### src/rtl/tipd_pkg.sv
// ----------------------------------------------------------------------------
// tipd_pkg
// Shared types, constants and lookup functions of the tape image pulse
// decoder: header signature bytes, clock rate table and the command format
// passed from the front to the back.
// ----------------------------------------------------------------------------
`default_nettype none

package tipd_pkg;

   localparam int unsigned HEADER_BYTES_DEFAULT = 20;
   localparam int unsigned PULSE_WIDTH_DEFAULT  = 32;
   localparam int unsigned QUEUE_DEPTH          = 2;

   localparam int unsigned SIG_BYTES   = 12;
   localparam int unsigned VALUE_WIDTH = 24;
   localparam int unsigned RATE_WIDTH  = 18;
   localparam int unsigned LEN_WIDTH   = 32;

   localparam logic [7:0]  VARIANT_CHAR   = 8'h31;
   localparam logic [23:0] V0_ZERO_PULSE  = 24'd25000;
   localparam logic [23:0] LONG_OVERFLOW  = 24'hFFFFFF;

   // Result event codes.
   localparam logic [1:0] EV_ACCEPT = 2'd0;
   localparam logic [1:0] EV_REJECT = 2'd1;
   localparam logic [1:0] EV_PULSE  = 2'd2;

   // Command codes from the front to the back.
   localparam logic [1:0] CMD_ACCEPT = 2'd0;
   localparam logic [1:0] CMD_REJECT = 2'd1;
   localparam logic [1:0] CMD_PULSE  = 2'd2;
   localparam logic [1:0] CMD_CARRY  = 2'd3;

   typedef struct packed {
      logic [1:0]             kind;
      logic [VALUE_WIDTH-1:0] value;
      logic                   half_waves;
   } cmd_type;

   typedef struct packed {
      logic    push;
      cmd_type cmd;
   } qpush_type;

   typedef struct packed {
      logic    valid;
      cmd_type cmd;
   } qhead_type;

   // Signature byte for either header variant.  The variants differ only
   // in the two digits after the leading letter.
   function automatic logic [7:0] sig_byte(input logic variant, input logic [3:0] idx);
      logic [7:0] b;
      unique case (idx)
         4'd0:    b = 8'h43;
         4'd1:    b = variant ? 8'h31 : 8'h36;
         4'd2:    b = variant ? 8'h36 : 8'h34;
         4'd3:    b = 8'h2D;
         4'd4:    b = 8'h54;
         4'd5:    b = 8'h41;
         4'd6:    b = 8'h50;
         4'd7:    b = 8'h45;
         4'd8:    b = 8'h2D;
         4'd9:    b = 8'h52;
         4'd10:   b = 8'h41;
         4'd11:   b = 8'h57;
         default: b = 8'h00;
      endcase
      return b;
   endfunction

   // Machine clock divided by 8, indexed by machine and video standard.
   function automatic logic [RATE_WIDTH-1:0] clock_rate_lookup(input logic [1:0] machine,
                                                              input logic       video);
      logic [RATE_WIDTH-1:0] r;
      unique case (machine)
         2'd0:    r = video ? 18'd127840 : 18'd123156;
         2'd1:    r = video ? 18'd127840 : 18'd138550;
         default: r = video ? 18'd111860 : 18'd110840;
      endcase
      return r;
   endfunction

endpackage

`default_nettype wire

### src/rtl/tipd_req_if.sv
// ----------------------------------------------------------------------------
// tipd_req_if
// Input channel carrying one tape image byte per transfer.
// ----------------------------------------------------------------------------
`default_nettype none

interface tipd_req_if;
   logic       valid;
   logic       ready;
   logic [7:0] tape_byte;
   logic       first_byte;

   modport source (output valid, tape_byte, first_byte, input ready);
   modport sink   (input valid, tape_byte, first_byte, output ready);
endinterface

`default_nettype wire

### src/rtl/tipd_rsp_if.sv
// ----------------------------------------------------------------------------
// tipd_rsp_if
// Result channel carrying one decoder event per transfer.
// ----------------------------------------------------------------------------
`default_nettype none

interface tipd_rsp_if;
   logic        valid;
   logic        ready;
   logic [1:0]  event_kind;
   logic [31:0] pulse_length;
   logic [17:0] clock_rate;
   logic        half_waves;

   modport source (output valid, event_kind, pulse_length, clock_rate, half_waves,
                   input ready);
   modport sink   (input valid, event_kind, pulse_length, clock_rate, half_waves,
                   output ready);
endinterface

`default_nettype wire

### src/rtl/tipd_front.sv
// ----------------------------------------------------------------------------
// tipd_front
// Header parser and byte classifier.  Turns each accepted byte into at most
// one command for the back.
// ----------------------------------------------------------------------------
`default_nettype none

module tipd_front #(
   parameter int unsigned HEADER_BYTES = tipd_pkg::HEADER_BYTES_DEFAULT
) (
   input  wire                 clock,
   input  wire                 reset,
   tipd_req_if.sink            req_bus,
   input  wire                 q_full,
   output tipd_pkg::qpush_type q_push
);

   localparam int unsigned POS_W = $clog2(HEADER_BYTES);

   localparam logic [1:0] PH_HEADER = 2'd0;
   localparam logic [1:0] PH_DATA   = 2'd1;
   localparam logic [1:0] PH_LONG   = 2'd2;
   localparam logic [1:0] PH_IGNORE = 2'd3;

   logic [1:0]       phase_ff, phase_in;
   logic [POS_W-1:0] pos_ff, pos_in;
   logic             sig_ok_ff, sig_ok_in;
   logic             variant_ff, variant_in;
   logic [1:0]       version_ff, version_in;
   logic [1:0]       machine_ff, machine_in;
   logic             video_ff, video_in;
   logic [1:0]       long_cnt_ff, long_cnt_in;
   logic [15:0]      long_lo_ff, long_lo_in;
   logic             prior_zero_ff, prior_zero_in;

   logic             accept;
   logic [7:0]       b;
   logic [1:0]       phase_e;
   logic [23:0]      long_v;

   assign req_bus.ready = ~q_full;
   assign accept        = req_bus.valid & req_bus.ready;
   assign b             = req_bus.tape_byte;
   assign phase_e       = req_bus.first_byte ? PH_HEADER : phase_ff;
   assign long_v        = {b, long_lo_ff};

   always_comb begin
      phase_in      = phase_e;
      pos_in        = req_bus.first_byte ? '0 : pos_ff;
      sig_ok_in     = req_bus.first_byte ? 1'b1 : sig_ok_ff;
      variant_in    = req_bus.first_byte ? 1'b0 : variant_ff;
      version_in    = version_ff;
      machine_in    = machine_ff;
      video_in      = video_ff;
      long_cnt_in   = req_bus.first_byte ? 2'd0 : long_cnt_ff;
      long_lo_in    = long_lo_ff;
      prior_zero_in = req_bus.first_byte ? 1'b0 : prior_zero_ff;
      q_push        = '0;

      unique case (phase_e)
         PH_HEADER: begin
            if (pos_in < POS_W'(tipd_pkg::SIG_BYTES)) begin
               if (pos_in == POS_W'(1)) begin
                  variant_in = (b == tipd_pkg::VARIANT_CHAR);
               end
               if (b != tipd_pkg::sig_byte(variant_in, pos_in[3:0])) begin
                  sig_ok_in = 1'b0;
               end
            end else if (pos_in == POS_W'(12)) begin
               if (b > 8'd2) sig_ok_in = 1'b0;
               else version_in = b[1:0];
            end else if (pos_in == POS_W'(13)) begin
               if (b > 8'd2) sig_ok_in = 1'b0;
               else machine_in = b[1:0];
            end else if (pos_in == POS_W'(14)) begin
               if (b > 8'd1) sig_ok_in = 1'b0;
               else video_in = b[0];
            end
            if (pos_in == POS_W'(HEADER_BYTES - 1)) begin
               pos_in      = '0;
               q_push.push = 1'b1;
               if (sig_ok_in) begin
                  phase_in              = PH_DATA;
                  prior_zero_in         = 1'b0;
                  q_push.cmd.kind       = tipd_pkg::CMD_ACCEPT;
                  q_push.cmd.value      = tipd_pkg::VALUE_WIDTH'(
                     tipd_pkg::clock_rate_lookup(machine_in, video_in));
                  q_push.cmd.half_waves = (version_in == 2'd2);
               end else begin
                  phase_in        = PH_IGNORE;
                  q_push.cmd.kind = tipd_pkg::CMD_REJECT;
               end
            end else begin
               pos_in = pos_in + POS_W'(1);
            end
         end
         PH_DATA: begin
            if (b != 8'd0) begin
               prior_zero_in    = 1'b0;
               q_push.push      = 1'b1;
               q_push.cmd.kind  = tipd_pkg::CMD_PULSE;
               q_push.cmd.value = tipd_pkg::VALUE_WIDTH'(b);
            end else if (version_ff == 2'd0) begin
               if (!prior_zero_ff) begin
                  prior_zero_in    = 1'b1;
                  q_push.push      = 1'b1;
                  q_push.cmd.kind  = tipd_pkg::CMD_PULSE;
                  q_push.cmd.value = tipd_pkg::V0_ZERO_PULSE;
               end
            end else begin
               phase_in    = PH_LONG;
               long_cnt_in = 2'd0;
            end
         end
         PH_LONG: begin
            unique case (long_cnt_ff)
               2'd0: begin
                  long_lo_in[7:0] = b;
                  long_cnt_in     = 2'd1;
               end
               2'd1: begin
                  long_lo_in[15:8] = b;
                  long_cnt_in      = 2'd2;
               end
               default: begin
                  long_cnt_in      = 2'd0;
                  phase_in         = PH_DATA;
                  q_push.push      = 1'b1;
                  q_push.cmd.value = long_v >> 3;
                  q_push.cmd.kind  = (long_v == tipd_pkg::LONG_OVERFLOW) ?
                                     tipd_pkg::CMD_CARRY : tipd_pkg::CMD_PULSE;
               end
            endcase
         end
         default: begin
         end
      endcase

      q_push.push = q_push.push & accept;
   end

   always_ff @(posedge clock) begin
      if (reset) begin
         phase_ff      <= PH_HEADER;
         pos_ff        <= '0;
         sig_ok_ff     <= 1'b1;
         variant_ff    <= 1'b0;
         version_ff    <= 2'd0;
         machine_ff    <= 2'd0;
         video_ff      <= 1'b0;
         long_cnt_ff   <= 2'd0;
         prior_zero_ff <= 1'b0;
      end else if (accept) begin
         phase_ff      <= phase_in;
         pos_ff        <= pos_in;
         sig_ok_ff     <= sig_ok_in;
         variant_ff    <= variant_in;
         version_ff    <= version_in;
         machine_ff    <= machine_in;
         video_ff      <= video_in;
         long_cnt_ff   <= long_cnt_in;
         prior_zero_ff <= prior_zero_in;
      end
   end

   always_ff @(posedge clock) begin
      if (accept) begin
         long_lo_ff <= long_lo_in;
      end
   end

endmodule

`default_nettype wire

### src/rtl/tipd_queue.sv
// ----------------------------------------------------------------------------
// tipd_queue
// Two-entry command queue between the front and the back.
// ----------------------------------------------------------------------------
`default_nettype none

module tipd_queue (
   input  wire                 clock,
   input  wire                 reset,
   input  tipd_pkg::qpush_type q_push,
   input  wire                 q_pop,
   output logic                q_full,
   output tipd_pkg::qhead_type q_head
);

   localparam int unsigned DEPTH = tipd_pkg::QUEUE_DEPTH;
   localparam int unsigned PTR_W = (DEPTH > 1) ? $clog2(DEPTH) : 1;
   localparam int unsigned CNT_W = $clog2(DEPTH + 1);

   tipd_pkg::cmd_type entry_ff [DEPTH];
   logic [PTR_W-1:0]  wr_ptr_ff, wr_ptr_in;
   logic [PTR_W-1:0]  rd_ptr_ff, rd_ptr_in;
   logic [CNT_W-1:0]  count_ff, count_in;
   logic              do_pop;

   assign q_full       = (count_ff == CNT_W'(DEPTH));
   assign q_head.valid = (count_ff != '0);
   assign q_head.cmd   = entry_ff[rd_ptr_ff];
   assign do_pop       = q_pop & q_head.valid;

   always_comb begin
      wr_ptr_in = wr_ptr_ff;
      rd_ptr_in = rd_ptr_ff;
      count_in  = count_ff;
      if (q_push.push) begin
         wr_ptr_in = (wr_ptr_ff == PTR_W'(DEPTH - 1)) ? '0 : wr_ptr_ff + PTR_W'(1);
      end
      if (do_pop) begin
         rd_ptr_in = (rd_ptr_ff == PTR_W'(DEPTH - 1)) ? '0 : rd_ptr_ff + PTR_W'(1);
      end
      if (q_push.push && !do_pop) begin
         count_in = count_ff + CNT_W'(1);
      end else if (!q_push.push && do_pop) begin
         count_in = count_ff - CNT_W'(1);
      end
   end

   always_ff @(posedge clock) begin
      if (reset) begin
         wr_ptr_ff <= '0;
         rd_ptr_ff <= '0;
         count_ff  <= '0;
      end else begin
         wr_ptr_ff <= wr_ptr_in;
         rd_ptr_ff <= rd_ptr_in;
         count_ff  <= count_in;
      end
   end

   always_ff @(posedge clock) begin
      if (q_push.push) begin
         entry_ff[wr_ptr_ff] <= q_push.cmd;
      end
   end

   a_count_bound: assert property (@(posedge clock) disable iff (reset)
      count_ff <= CNT_W'(DEPTH))
      else $error("queue count exceeds depth");

   a_no_push_full: assert property (@(posedge clock) disable iff (reset)
      q_push.push |-> !q_full)
      else $error("push into a full queue");

   a_count_track: assert property (@(posedge clock) disable iff (reset)
      (q_push.push && !do_pop) |=> (count_ff == $past(count_ff) + CNT_W'(1)))
      else $error("queue count lost a push");

endmodule

`default_nettype wire

### src/rtl/tipd_back.sv
// ----------------------------------------------------------------------------
// tipd_back
// Executes queued commands: keeps the pulse carry, saturates sums and holds
// the result in an output register.
// ----------------------------------------------------------------------------
`default_nettype none

module tipd_back #(
   parameter int unsigned PULSE_WIDTH = tipd_pkg::PULSE_WIDTH_DEFAULT
) (
   input  wire                 clock,
   input  wire                 reset,
   input  tipd_pkg::qhead_type q_head,
   output logic                q_pop,
   tipd_rsp_if.source          rsp_bus
);

   logic [PULSE_WIDTH-1:0] carry_ff, carry_in;
   logic                   out_valid_ff, out_valid_in;
   logic [1:0]             kind_ff;
   logic [31:0]            len_ff;
   logic [17:0]            rate_ff;
   logic                   hw_ff;

   logic                   is_carry;
   logic                   emit;
   logic [PULSE_WIDTH:0]   raw_sum;
   logic [PULSE_WIDTH-1:0] sat_sum;
   logic [63:0]            sum_ext;

   assign is_carry = (q_head.cmd.kind == tipd_pkg::CMD_CARRY);
   assign q_pop    = q_head.valid & (is_carry | ~out_valid_ff | rsp_bus.ready);
   assign emit     = q_pop & ~is_carry;

   assign raw_sum  = {1'b0, carry_ff} + (PULSE_WIDTH + 1)'(q_head.cmd.value);
   assign sat_sum  = raw_sum[PULSE_WIDTH] ? '1 : raw_sum[PULSE_WIDTH-1:0];
   assign sum_ext  = 64'(sat_sum);

   always_comb begin
      carry_in = carry_ff;
      if (q_pop) begin
         carry_in = is_carry ? sat_sum : '0;
      end
      out_valid_in = out_valid_ff;
      if (emit) out_valid_in = 1'b1;
      else if (rsp_bus.ready) out_valid_in = 1'b0;
   end

   always_ff @(posedge clock) begin
      if (reset) begin
         carry_ff     <= '0;
         out_valid_ff <= 1'b0;
      end else begin
         carry_ff     <= carry_in;
         out_valid_ff <= out_valid_in;
      end
   end

   always_ff @(posedge clock) begin
      if (emit) begin
         case (q_head.cmd.kind)
            tipd_pkg::CMD_ACCEPT: begin
               kind_ff <= tipd_pkg::EV_ACCEPT;
               len_ff  <= '0;
               rate_ff <= q_head.cmd.value[17:0];
               hw_ff   <= q_head.cmd.half_waves;
            end
            tipd_pkg::CMD_REJECT: begin
               kind_ff <= tipd_pkg::EV_REJECT;
               len_ff  <= '0;
               rate_ff <= '0;
               hw_ff   <= 1'b0;
            end
            default: begin
               kind_ff <= tipd_pkg::EV_PULSE;
               len_ff  <= sum_ext[31:0];
               rate_ff <= '0;
               hw_ff   <= 1'b0;
            end
         endcase
      end
   end

   assign rsp_bus.valid        = out_valid_ff;
   assign rsp_bus.event_kind   = kind_ff;
   assign rsp_bus.pulse_length = len_ff;
   assign rsp_bus.clock_rate   = rate_ff;
   assign rsp_bus.half_waves   = hw_ff;

endmodule

`default_nettype wire

### src/rtl/tape_image_pulse_decoder_core.sv
// ----------------------------------------------------------------------------
// tape_image_pulse_decoder_core
// Checks a tape image header and turns the following bytes into pulse
// lengths, one byte per transfer.
// ----------------------------------------------------------------------------
//
//   Channel   Direction  Transfer carries
//   --------  ---------  ------------------------------------------------
//   req_bus   in         tape_byte, first_byte (one image byte)
//   rsp_bus   out        event_kind, pulse_length, clock_rate, half_waves
//
// A sustained rate of one byte per clock holds while rsp_bus takes results
// every cycle.  A byte transfer reaches its result through the queue entry,
// then the output register.
// Reset is synchronous and needs no clearing pass; the block takes bytes in
// the first cycle after reset.  When the two-entry command queue is full,
// req_bus.ready drops; a stall on rsp_bus reaches req_bus only through it.
//
`default_nettype none

module tape_image_pulse_decoder_core #(
   parameter int unsigned HEADER_BYTES = tipd_pkg::HEADER_BYTES_DEFAULT,
   parameter int unsigned PULSE_WIDTH  = tipd_pkg::PULSE_WIDTH_DEFAULT
) (
   input wire          clock,
   input wire          reset,
   tipd_req_if.sink    req_bus,
   tipd_rsp_if.source  rsp_bus
);

   // Front to queue: one optional command per accepted byte.
   tipd_pkg::qpush_type q_push;
   // Queue to back: oldest command and whether one is present.
   tipd_pkg::qhead_type q_head;
   logic                q_full;
   logic                q_pop;

   // The front owns header parsing, phase tracking and long value assembly.
   tipd_front #(
      .HEADER_BYTES (HEADER_BYTES)
   ) u_front (
      .clock   (clock),
      .reset   (reset),
      .req_bus (req_bus),
      .q_full  (q_full),
      .q_push  (q_push)
   );

   // The queue lets the front keep taking bytes while a result waits.
   tipd_queue u_queue (
      .clock  (clock),
      .reset  (reset),
      .q_push (q_push),
      .q_pop  (q_pop),
      .q_full (q_full),
      .q_head (q_head)
   );

   // The back holds the carried pulse share; a header event clears it, which
   // also drops any share left unfinished by a restart.
   tipd_back #(
      .PULSE_WIDTH (PULSE_WIDTH)
   ) u_back (
      .clock   (clock),
      .reset   (reset),
      .q_head  (q_head),
      .q_pop   (q_pop),
      .rsp_bus (rsp_bus)
   );

endmodule

`default_nettype wire

### src/flat_wrapper.sv
// flat-port wrapper written by rule: the top's interface ports become plain ports
module tape_image_pulse_decoder_core_flat 
#(
   parameter int unsigned HEADER_BYTES = tipd_pkg::HEADER_BYTES_DEFAULT,
   parameter int unsigned PULSE_WIDTH  = tipd_pkg::PULSE_WIDTH_DEFAULT
)
  (clock, reset, req_bus_valid, req_bus_tape_byte, req_bus_first_byte, req_bus_ready, rsp_bus_valid, rsp_bus_event_kind, rsp_bus_pulse_length, rsp_bus_clock_rate, rsp_bus_half_waves, rsp_bus_ready);
  tipd_req_if req_bus_i ();
  tipd_rsp_if rsp_bus_i ();
  input wire clock;
  input wire reset;
  input wire logic [$bits(req_bus_i.valid)-1:0] req_bus_valid;
  input wire logic [$bits(req_bus_i.tape_byte)-1:0] req_bus_tape_byte;
  input wire logic [$bits(req_bus_i.first_byte)-1:0] req_bus_first_byte;
  output wire logic [$bits(req_bus_i.ready)-1:0] req_bus_ready;
  output wire logic [$bits(rsp_bus_i.valid)-1:0] rsp_bus_valid;
  output wire logic [$bits(rsp_bus_i.event_kind)-1:0] rsp_bus_event_kind;
  output wire logic [$bits(rsp_bus_i.pulse_length)-1:0] rsp_bus_pulse_length;
  output wire logic [$bits(rsp_bus_i.clock_rate)-1:0] rsp_bus_clock_rate;
  output wire logic [$bits(rsp_bus_i.half_waves)-1:0] rsp_bus_half_waves;
  input wire logic [$bits(rsp_bus_i.ready)-1:0] rsp_bus_ready;
  assign req_bus_i.valid = req_bus_valid;
  assign req_bus_i.tape_byte = req_bus_tape_byte;
  assign req_bus_i.first_byte = req_bus_first_byte;
  assign req_bus_ready = req_bus_i.ready;
  assign rsp_bus_valid = rsp_bus_i.valid;
  assign rsp_bus_event_kind = rsp_bus_i.event_kind;
  assign rsp_bus_pulse_length = rsp_bus_i.pulse_length;
  assign rsp_bus_clock_rate = rsp_bus_i.clock_rate;
  assign rsp_bus_half_waves = rsp_bus_i.half_waves;
  assign rsp_bus_i.ready = rsp_bus_ready;
  tape_image_pulse_decoder_core #(.HEADER_BYTES(HEADER_BYTES), .PULSE_WIDTH(PULSE_WIDTH)) u_core (.clock(clock), .reset(reset), .req_bus(req_bus_i), .rsp_bus(rsp_bus_i));
endmodule
### config.mk
export PLATFORM = sky130hd
export DESIGN_NAME = tape_image_pulse_decoder_core_flat
export DESIGN_NICKNAME = d
export VERILOG_FILES = /design/src/rtl/tipd_pkg.sv /design/src/rtl/tipd_req_if.sv /design/src/rtl/tipd_rsp_if.sv /design/src/rtl/tipd_front.sv /design/src/rtl/tipd_queue.sv /design/src/rtl/tipd_back.sv /design/src/rtl/tape_image_pulse_decoder_core.sv /design/src/flat_wrapper.sv
export SDC_FILE = /design/constraint.sdc
export NUM_CORES = 1
export LEC_CHECK = 0
export ABC_AREA = 0
export BUFFER_PORTS_ARGS = -buffer_cell sky130_fd_sc_hd__buf_2
export CORE_UTILIZATION = 35
export CTS_CLUSTER_SIZE = 24
export DETAILED_ROUTE_END_ITERATION = 8
export GPL_TIMING_DRIVEN = 0
export PLACE_DENSITY = 0.55
export SYNTH_ARGS = -nofsm -noshare
export SYNTH_HDL_FRONTEND = slang
export SYNTH_SLANG_ARGS = --single-unit
export TNS_END_PERCENT = 1
### constraint.sdc
create_clock -name clock -period 3.8 [get_ports clock]
set_input_delay 0.57 -clock clock [delete_from_list [all_inputs] [get_ports clock]]
set_output_delay 0.57 -clock clock [all_outputs]
set_load 0.02 [all_outputs]
Word-level counts from Yosys, hierarchy flattened --
Memories as Yosys holds them, arrays and structs flattened. A register that Yosys moved wholly into a read port is not among the register bits. Cells that the tools add are included.
Operators by class: add/sub/neg operators 6, order comparisons 3, equality and inequality tests 27, mux-type cells 85, bitwise operators 10, reductions and logical operators 21
Operators with widths (count):
- $mux W27 | 4
- $pmux W27 S3 | 1
- $pmux W7 S10 | 1
- $mux W32 | 2
- $mux W2 | 21
- $mux W1 | 39
- $pmux W18 S2 | 1
- $add A32 B24 Y33 | 1
- $mux W28 | 1
- $eq A24 B24 Y1 const B | 1
- $mux W19 | 1
- $mux W18 | 1
- $eq A4 B3 Y1 const B | 4
- $eq A4 B4 Y1 const B | 4
- $mux W8 | 2
- $eq A5 B4 Y1 const B | 3
- $mux W5 | 3
- $mux W13 | 1
- $pmux W2 S2 | 3
- $mux W11 | 1
- $logic_not A2 Y1 | 5
- $eq A2 B1 Y1 const B | 4
- $eq A2 B2 Y1 const B | 4
- $eq A4 B2 Y1 const B | 2
- 26 further kinds | 42
Word-level totals: register bits 123, memory bits (writable) 54, input port bits 13, output and inout port bits 55, logic and storage cells 173, memories kept 1
Memories:
- u_core.u_queue.entry_ff | words 2, width 27, read ports 1, clocked after memory_dff 1, write ports 1, line tipd_queue.sv:20 | tipd_pkg::cmd_type entry_ff [DEPTH];

Logic depth before layout (Yosys ltp) --
Gate-level depths: netlist of the first run.
word-level depth 21, depth in mapped cells 15

Hierarchy --
From an unflattened synthesis of the first run, not the netlist that was laid out.
Second synthesis, totals: cells, all modules 893, area total of the unflattened synthesis 9377.7 sq um
Modules (own cells, without submodules):
- tipd_back | instances 1, cells each 454, area each 4513.1 sq um, sequential area each 2252.2 sq um
- tipd_front | instances 1, cells each 333, area each 2707.6 sq um, sequential area each 820.8 sq um
- tipd_queue | instances 1, cells each 106, area each 2157.1 sq um, sequential area each 1721.7 sq um

Worst setup path after synthesis of the first run --
No wires, ideal clock.
kind register to register, start register (tool-made name), end register u_core.u_back.rate_ff[0] (netlist: u_core.u_back.rsp_bus.clock_rate[0]), enable pin, setup time 464 ps, arrival 3418 ps, data required time 3336 ps, slack -82 ps, cell stages (with the launch flop) 8, path buffers 1, path through dfxtp_1 buf_2 nor2b_1 a32oi_1 nand2b_1 nor2b_1 inv_1 nor2_1
RTL lines:
- to (signal assigned) | line tipd_back.sv:65 | rate_ff <= q_head.cmd.value[17:0];
- to (decl) | line tipd_back.sv:22 | logic [17:0] rate_ff;

==> metrics, run 1 <==
CP required 4.03 ns; Critical Path Source req_bus_first_byte; first-pass GRT wire length 35.5 mm; Async SR Flop Fraction 0; Clk network pwr share 0.280; Post-synth top flop edfxtp_1; final worst-path cycle share 0.966; critical path depth 15; area grow syn2layout 16.2%; CP max FO 10; Worst Path Class, Setup in -> reg; worst rel slew slack 0.419; FP Rows 58; Post-Synthesis Net Count 917; fin. max-slew vios 0; Die X 162 µm; fraction of layout cells with a size suffix above 1 0.162; clock slew at reported path FFs 0.07 ns; Ys Warns 0; Pleak 3.90 nW; PD cells 602 nW/µm²; DRT Wirelength 22.4 mm; Seq/Total Area, Yosys 0.517; placed insts 1275; HP Class in -> reg; Unique masters post-synth 73; Netlist Area Pre-Place 8930 µm²; commonest cells after routing, fill and taps aside 117 x edfxtp_1, 99 x nor2_1, 74 x buf_2, 63 x a21oi_1, 60 x nand2_1; PortBufs 67; Post-CTS Setup Inserts 0; switch share 0.351; Psw 2.19 mW; WP buf/inv 6; Final Non-Filler Cells 1307; Core Footprint 25100 µm²; endpoints failing setup 0; CP peak stage delay 0.53 ns; Max H-tree Level 4; vias in the first global route 6398; hold_ws 0.369 ns; CTS Buffer Depth 2; ANT nets after route 0; diode count 0; Hold Vio Cnt, Final 0; CP most frequent cell clkbuf_2; Tmin final 3.67 ns; delay-heaviest family, CP buffers and inverters; clock latency at the later pin of the worst-skew pair 0.43 ns; die area 26200 µm²; fmax 272 MHz; WP data arrival 3.90 ns; Iter 0 DRT Violations 465; Reg2Reg Depth 15; fill cell count 2501; Hold Buf Count CTS 0; Post-synth EDFFs 117; Startpoint Class input pin; routability-driven placement congestion ratio 0.894; final core occ 0.413; max-cap violations 0; DR pass1 iterations 7; CP cell instances buf_2 -> clkbuf_2 -> clkbuf_2 -> clkbuf_2 -> nand2b_1 -> ha_1 -> buf_2 -> inv_1 -> a2111oi_1 -> xor2_1 -> nor4_1 -> nand4_1 -> o21ai_2 -> nand3_1 -> a21oi_1; Mapped Cells 876; Root Driver clkbuf_16; Layout Skew 0.0120 ns; Comb pwr share 0.314; GRT Residual Overflow 0; drc violations 0; commonest non-fill, non-tap cell in the layout edfxtp_1; HP Start req_bus_tape_byte[1]; setup TNS 0 ns; initial antenna violation count 0; post-synthesis register bit count 172; Starting Density 0.356; CTS tree built; number of CTS-inserted buffers 17; drt wl/cell 17.1 µm; status finished clean; Design Power 6.25 mW; Die Ht 162 µm; clk sinks 172; Total GRT Usage 0.175; via count 6910; Mean Syn Cell Area 10.2 µm²; Int Power 4.06 mW; Worst-Margin Slew 0.869 ns; DP Wirelength 16.7 mm; DR vias/cell 5.29; Sequential Power Share 0.405; CP endpoint kind flop; Crit-path slowest cell a2111oi_1; RSZ-0062 raised after global routing yes; nets@finish 1005; I/O pins 68; hold path depth 1; peak supply drop 0.000291 V; pin count of the biggest net entering global routing 37
## cell usage after synthesis, types with 13 or more instances
cell type,instances,share of area
edfxtp_1,117,0.39
nor2_1,100,0.042
a21oi_1,63,0.035
nand2_1,60,0.025
o21ai_0,58,0.033
dfxtp_1,55,0.12
clkbuf_1,36,0.015
ha_1,27,0.038
and3_1,24,0.017
nor3_1,24,0.013
nand3_1,22,0.012
mux2_2,21,0.026
a21o_1,19,0.016
inv_1,18,0.0076
xnor2_1,15,0.015
xor2_1,14,0.014
nand2b_1,13,0.0091
## path summary, 6_finish.rpt
kind / to / slack [ns]
worst min register to register: u_core.u_back.carry_ff[0]$_SDFFE_PP0P_ / 0.46
worst max-delay path: u_core.u_queue.entry_ff[0][7]$_DFFE_PP_ / 0.13
worst min-delay path: u_core.u_front.long_lo_ff[1]$_DFFE_PP_ / 0.37
worst max register to register: u_core.u_back.rsp_bus.pulse_length[18]$_SDFFCE_PN0P_ / 0.16
## layer usage
| layer | global-route usage | part of all wire | up-vias |
|---|---|---|---|
| met5 | 0 | 0 | - |
| met4 | 0.0523 | 0.020 | 0 |
| met3 | 0.0319 | 0.045 | 21 |
| met2 | 0.285 | 0.46 | 182 |
| met1 | 0.235 | 0.47 | 3281 |
| li1 | - | - | 3426 |
## metrics by stage
stage / instance area, µm² / setup slack, ns
2_1_floorplan: 8930 / 0.0424
3_3_place_gp: 9680 / -1.31
3_5_place_dp: 9720 / -0.784
4_1_cts: 10300 / 0.0174
5_1_grt: 10400 / -0.00565
6_report: 10400 / 0.127
## timing repair
action,CTS,global route
setup endpoints to repair,98,87
gates cloned,0,0
gates resized for setup,9,11
## flip-flops by register name, summed over array words and instances, names as in the netlist, 2 cells and up, named ones only
signal / count
u_core.u_back.carry_ff: 32
u_core.u_front.pos_ff: 5
u_core.u_back.rsp_bus.clock_rate: 18
u_core.u_front.version_ff: 2
u_core.u_front.long_lo_ff: 16
u_core.u_back.rsp_bus.event_kind: 2
u_core.u_front.long_cnt_ff: 2
u_core.u_front.machine_ff: 2
u_core.u_back.rsp_bus.pulse_length: 32
u_core.u_front.phase_ff: 2
u_core.u_queue.entry_ff: 48
u_core.u_queue.count_ff: 2
## area by class of cell
class / count / area (µm²) / share of cell area
plain buffers: 52 / 245 / 0.0236
repair buffers: 69 / 370 / 0.0357
clock buffers: 19 / 433 / 0.0417
inverters: 18 / 67.6 / 0.00651
clock inverters: 13 / 154 / 0.0148
multi-input cells: 634 / 4080 / 0.393
flip-flops and latches: 172 / 4610 / 0.445
well taps: 330 / 413 / 0.0398
## cells by family after synthesis
logic type | after synthesis | synth area share
XOR/XNOR | 29 | 0.0284
AO/OA/AOI/OAI | 234 | 0.171
flip-flops | 172 | 0.517
multiplexers | 29 | 0.0354
buffers and inverters | 70 | 0.0326
AND/OR/NAND/NOR | 314 | 0.176
adder cells (fa/ha/maj) | 28 | 0.0401
## power groups by stage
stage | logic (mW) | clock network, mW | registers, mW
detailed placement | 1.95 | 0 | 2.58
global route | 2.15 | 1.86 | 2.57
global placement | 1.89 | 0 | 2.59
CTS | 1.97 | 1.79 | 2.54
floorplan | 0.962 | 0 | 2.93
finish | 1.97 | 1.75 | 2.53
(Power assumes the default switching activity.)
==> run 2: changes to the inputs <==
==> constraint.sdc (replaced) <==
create_clock -name clock -period 3.1 [get_ports clock]
set_input_delay 0.465 -clock clock [delete_from_list [all_inputs] [get_ports clock]]
set_output_delay 0.465 -clock clock [all_outputs]
set_load 0.02 [all_outputs]
==> metrics, run 2 (synthesis gave the netlist of run 1 again) <==
DP Wirelength 16.7 mm; Worst Path Class, Setup reg -> reg; number of CTS-inserted buffers 17; Largest register FFs 48; CP required 3.29 ns; DR vias/cell 5.30; Hold Vio Cnt, Final 0; final worst-path cycle share 1.08; HP Class in -> reg; Pleak 4.06 nW; fraction of layout cells with a size suffix above 1 0.238; clock slew at reported path FFs 0.07 ns; GRT Residual Overflow 0; Reg2Reg Depth 13; Tmin final 3.34 ns; peak supply drop 0.000383 V; area grow syn2layout 22.5%; Layout Skew 0.0119 ns; Worst Slack Setup Final -0.236 ns; ANT nets after route 0; Max H-tree Level 4; Root Driver clkbuf_16; Core Footprint 25100 µm²; hold path depth 1; clk sinks 172; I/O pins 68; CTS Buffer Depth 2; CP endpoint kind flop; RSZ-0062 raised after global routing yes; Total GRT Usage 0.179; Startpoint Class flop; FP Rows 58; via count 7006; fmax 300 MHz; diode count 0; DRT Wirelength 23.0 mm; commonest non-fill, non-tap cell in the layout edfxtp_1; initial antenna violation count 0; Top reg by flops u_core.u_queue.entry_ff; first-pass GRT wire length 36.3 mm; worst rel slew slack 0.409; die area 26200 µm²; fin. max-slew vios 0; nets@finish 1020; reg2reg setup slack -0.24 ns; Iter 0 DRT Violations 508; WP data arrival 3.52 ns; Die X 162 µm; drc violations 0; failing checks negative setup slack; PortBufs 67; routability-driven placement congestion ratio 0.894; clock latency at the later pin of the worst-skew pair 0.43 ns; CP max FO 6; Starting Density 0.356; endpoints failing setup 60; pin count of the biggest net entering global routing 37; status finished, violations left; Worst-Margin Slew 0.885 ns; max-cap violations 0; commonest cells after routing, fill and taps aside 117 x edfxtp_1, 87 x nor2_1, 73 x buf_2, 59 x nand2_1, 54 x dfxtp_1; PD cells 719 nW/µm²; final core occ 0.436; hold_ws 0.265 ns; drt wl/cell 17.4 µm; Die Ht 162 µm; DR pass1 iterations 5; CTS tree built; vias in the first global route 6530
[run 2: cell count changes in the layout (fill, tap and decap cells not counted), moves of 6 or more]
cell     previous run  this run
a21oi_1            63        53
ha_1               27        17
o21ai_1             0         6
ha_4                0         7
a21oi_2             1        10
buf_4               1        15
o21ai_0            58        51
nor2_1             99        87
nor2_2              0        11
[run 2: area by class of cell]
class | count | area [µm²]
clock inverters | 13 | 154
fillers | 2475 | 14200
well taps | 330 | 413
flip-flops and latches | 172 | 4620
clock buffers | 19 | 433
plain buffers | 51 | 294
inverters | 18 | 70.1
multi-input cells | 634 | 4470
repair buffers | 85 | 492
[run 2: critical path: stages, from the launching register on]
cell and delay [ns]:
dfxtp_2 0.32, buf_6 0.11, buf_4 0.12, mux2_2 0.37, ha_1 0.36, a21o_1 0.24, nand3_1 0.10, nand2_1 0.09
or3_1 0.40, o221a_4 0.28, o21a_4 0.22, buf_6 0.14, a21o_1 0.19, and2_1 0.14
[run 2: per-stage QoR]
stage,cells,instance area (µm²),total power [mW],TNS (ns),worst slack [ns]
6_report,1322,10900,7.87,-6.75,-0.236
5_1_grt,1322,10900,8.27,-13.33,-0.297
4_1_cts,1322,10700,7.86,-10.69,-0.267
3_5_place_dp,1275,9720,5.55,-150.28,-1.38
3_3_place_gp,1273,9680,5.50,-214.94,-1.91
2_1_floorplan,876,8930,4.78,-32.47,-0.553
[run 2: final timing paths]
kind | start | end
max reg2reg | flop | u_core.u_back.rsp_bus.pulse_length[18]$_SDFFCE_PN0P_
min | req_bus_tape_byte[1] | u_core.u_front.long_lo_ff[1]$_DFFE_PP_
min reg2reg | u_core.u_back.carry_ff[5]$_SDFFE_PP0P_ | u_core.u_back.carry_ff[5]$_SDFFE_PP0P_
max | flop | u_core.u_back.rsp_bus.pulse_length[18]$_SDFFCE_PN0P_
[run 2: power breakdown]
group | switching, mW | internal, mW
Sequential | 0.124 | 2.99
Clock | 0.937 | 1.21
Combinational | 1.71 | 0.898
[run 2: per-layer routing]
| layer | routed length [µm] | GRT usage | vias up |
|---|---|---|---|
| met4 | 444 | 0.0527 | 0 |
| met5 | 0 | 0 | - |
| li1 | - | - | 3462 |
| met3 | 769 | 0.0322 | 23 |
| met1 | 10800 | 0.238 | 3378 |
| met2 | 11000 | 0.298 | 143 |
[run 2: what timing repair did]
item,4_1_cts,5_1_grt
setup buffers,14,1
endpoints found under the hold margin,0,0
gates cloned,1,0
gates resized for setup,70,50
pin swaps,26,13
setup endpoints to repair,154,130
hold buffers,0,0
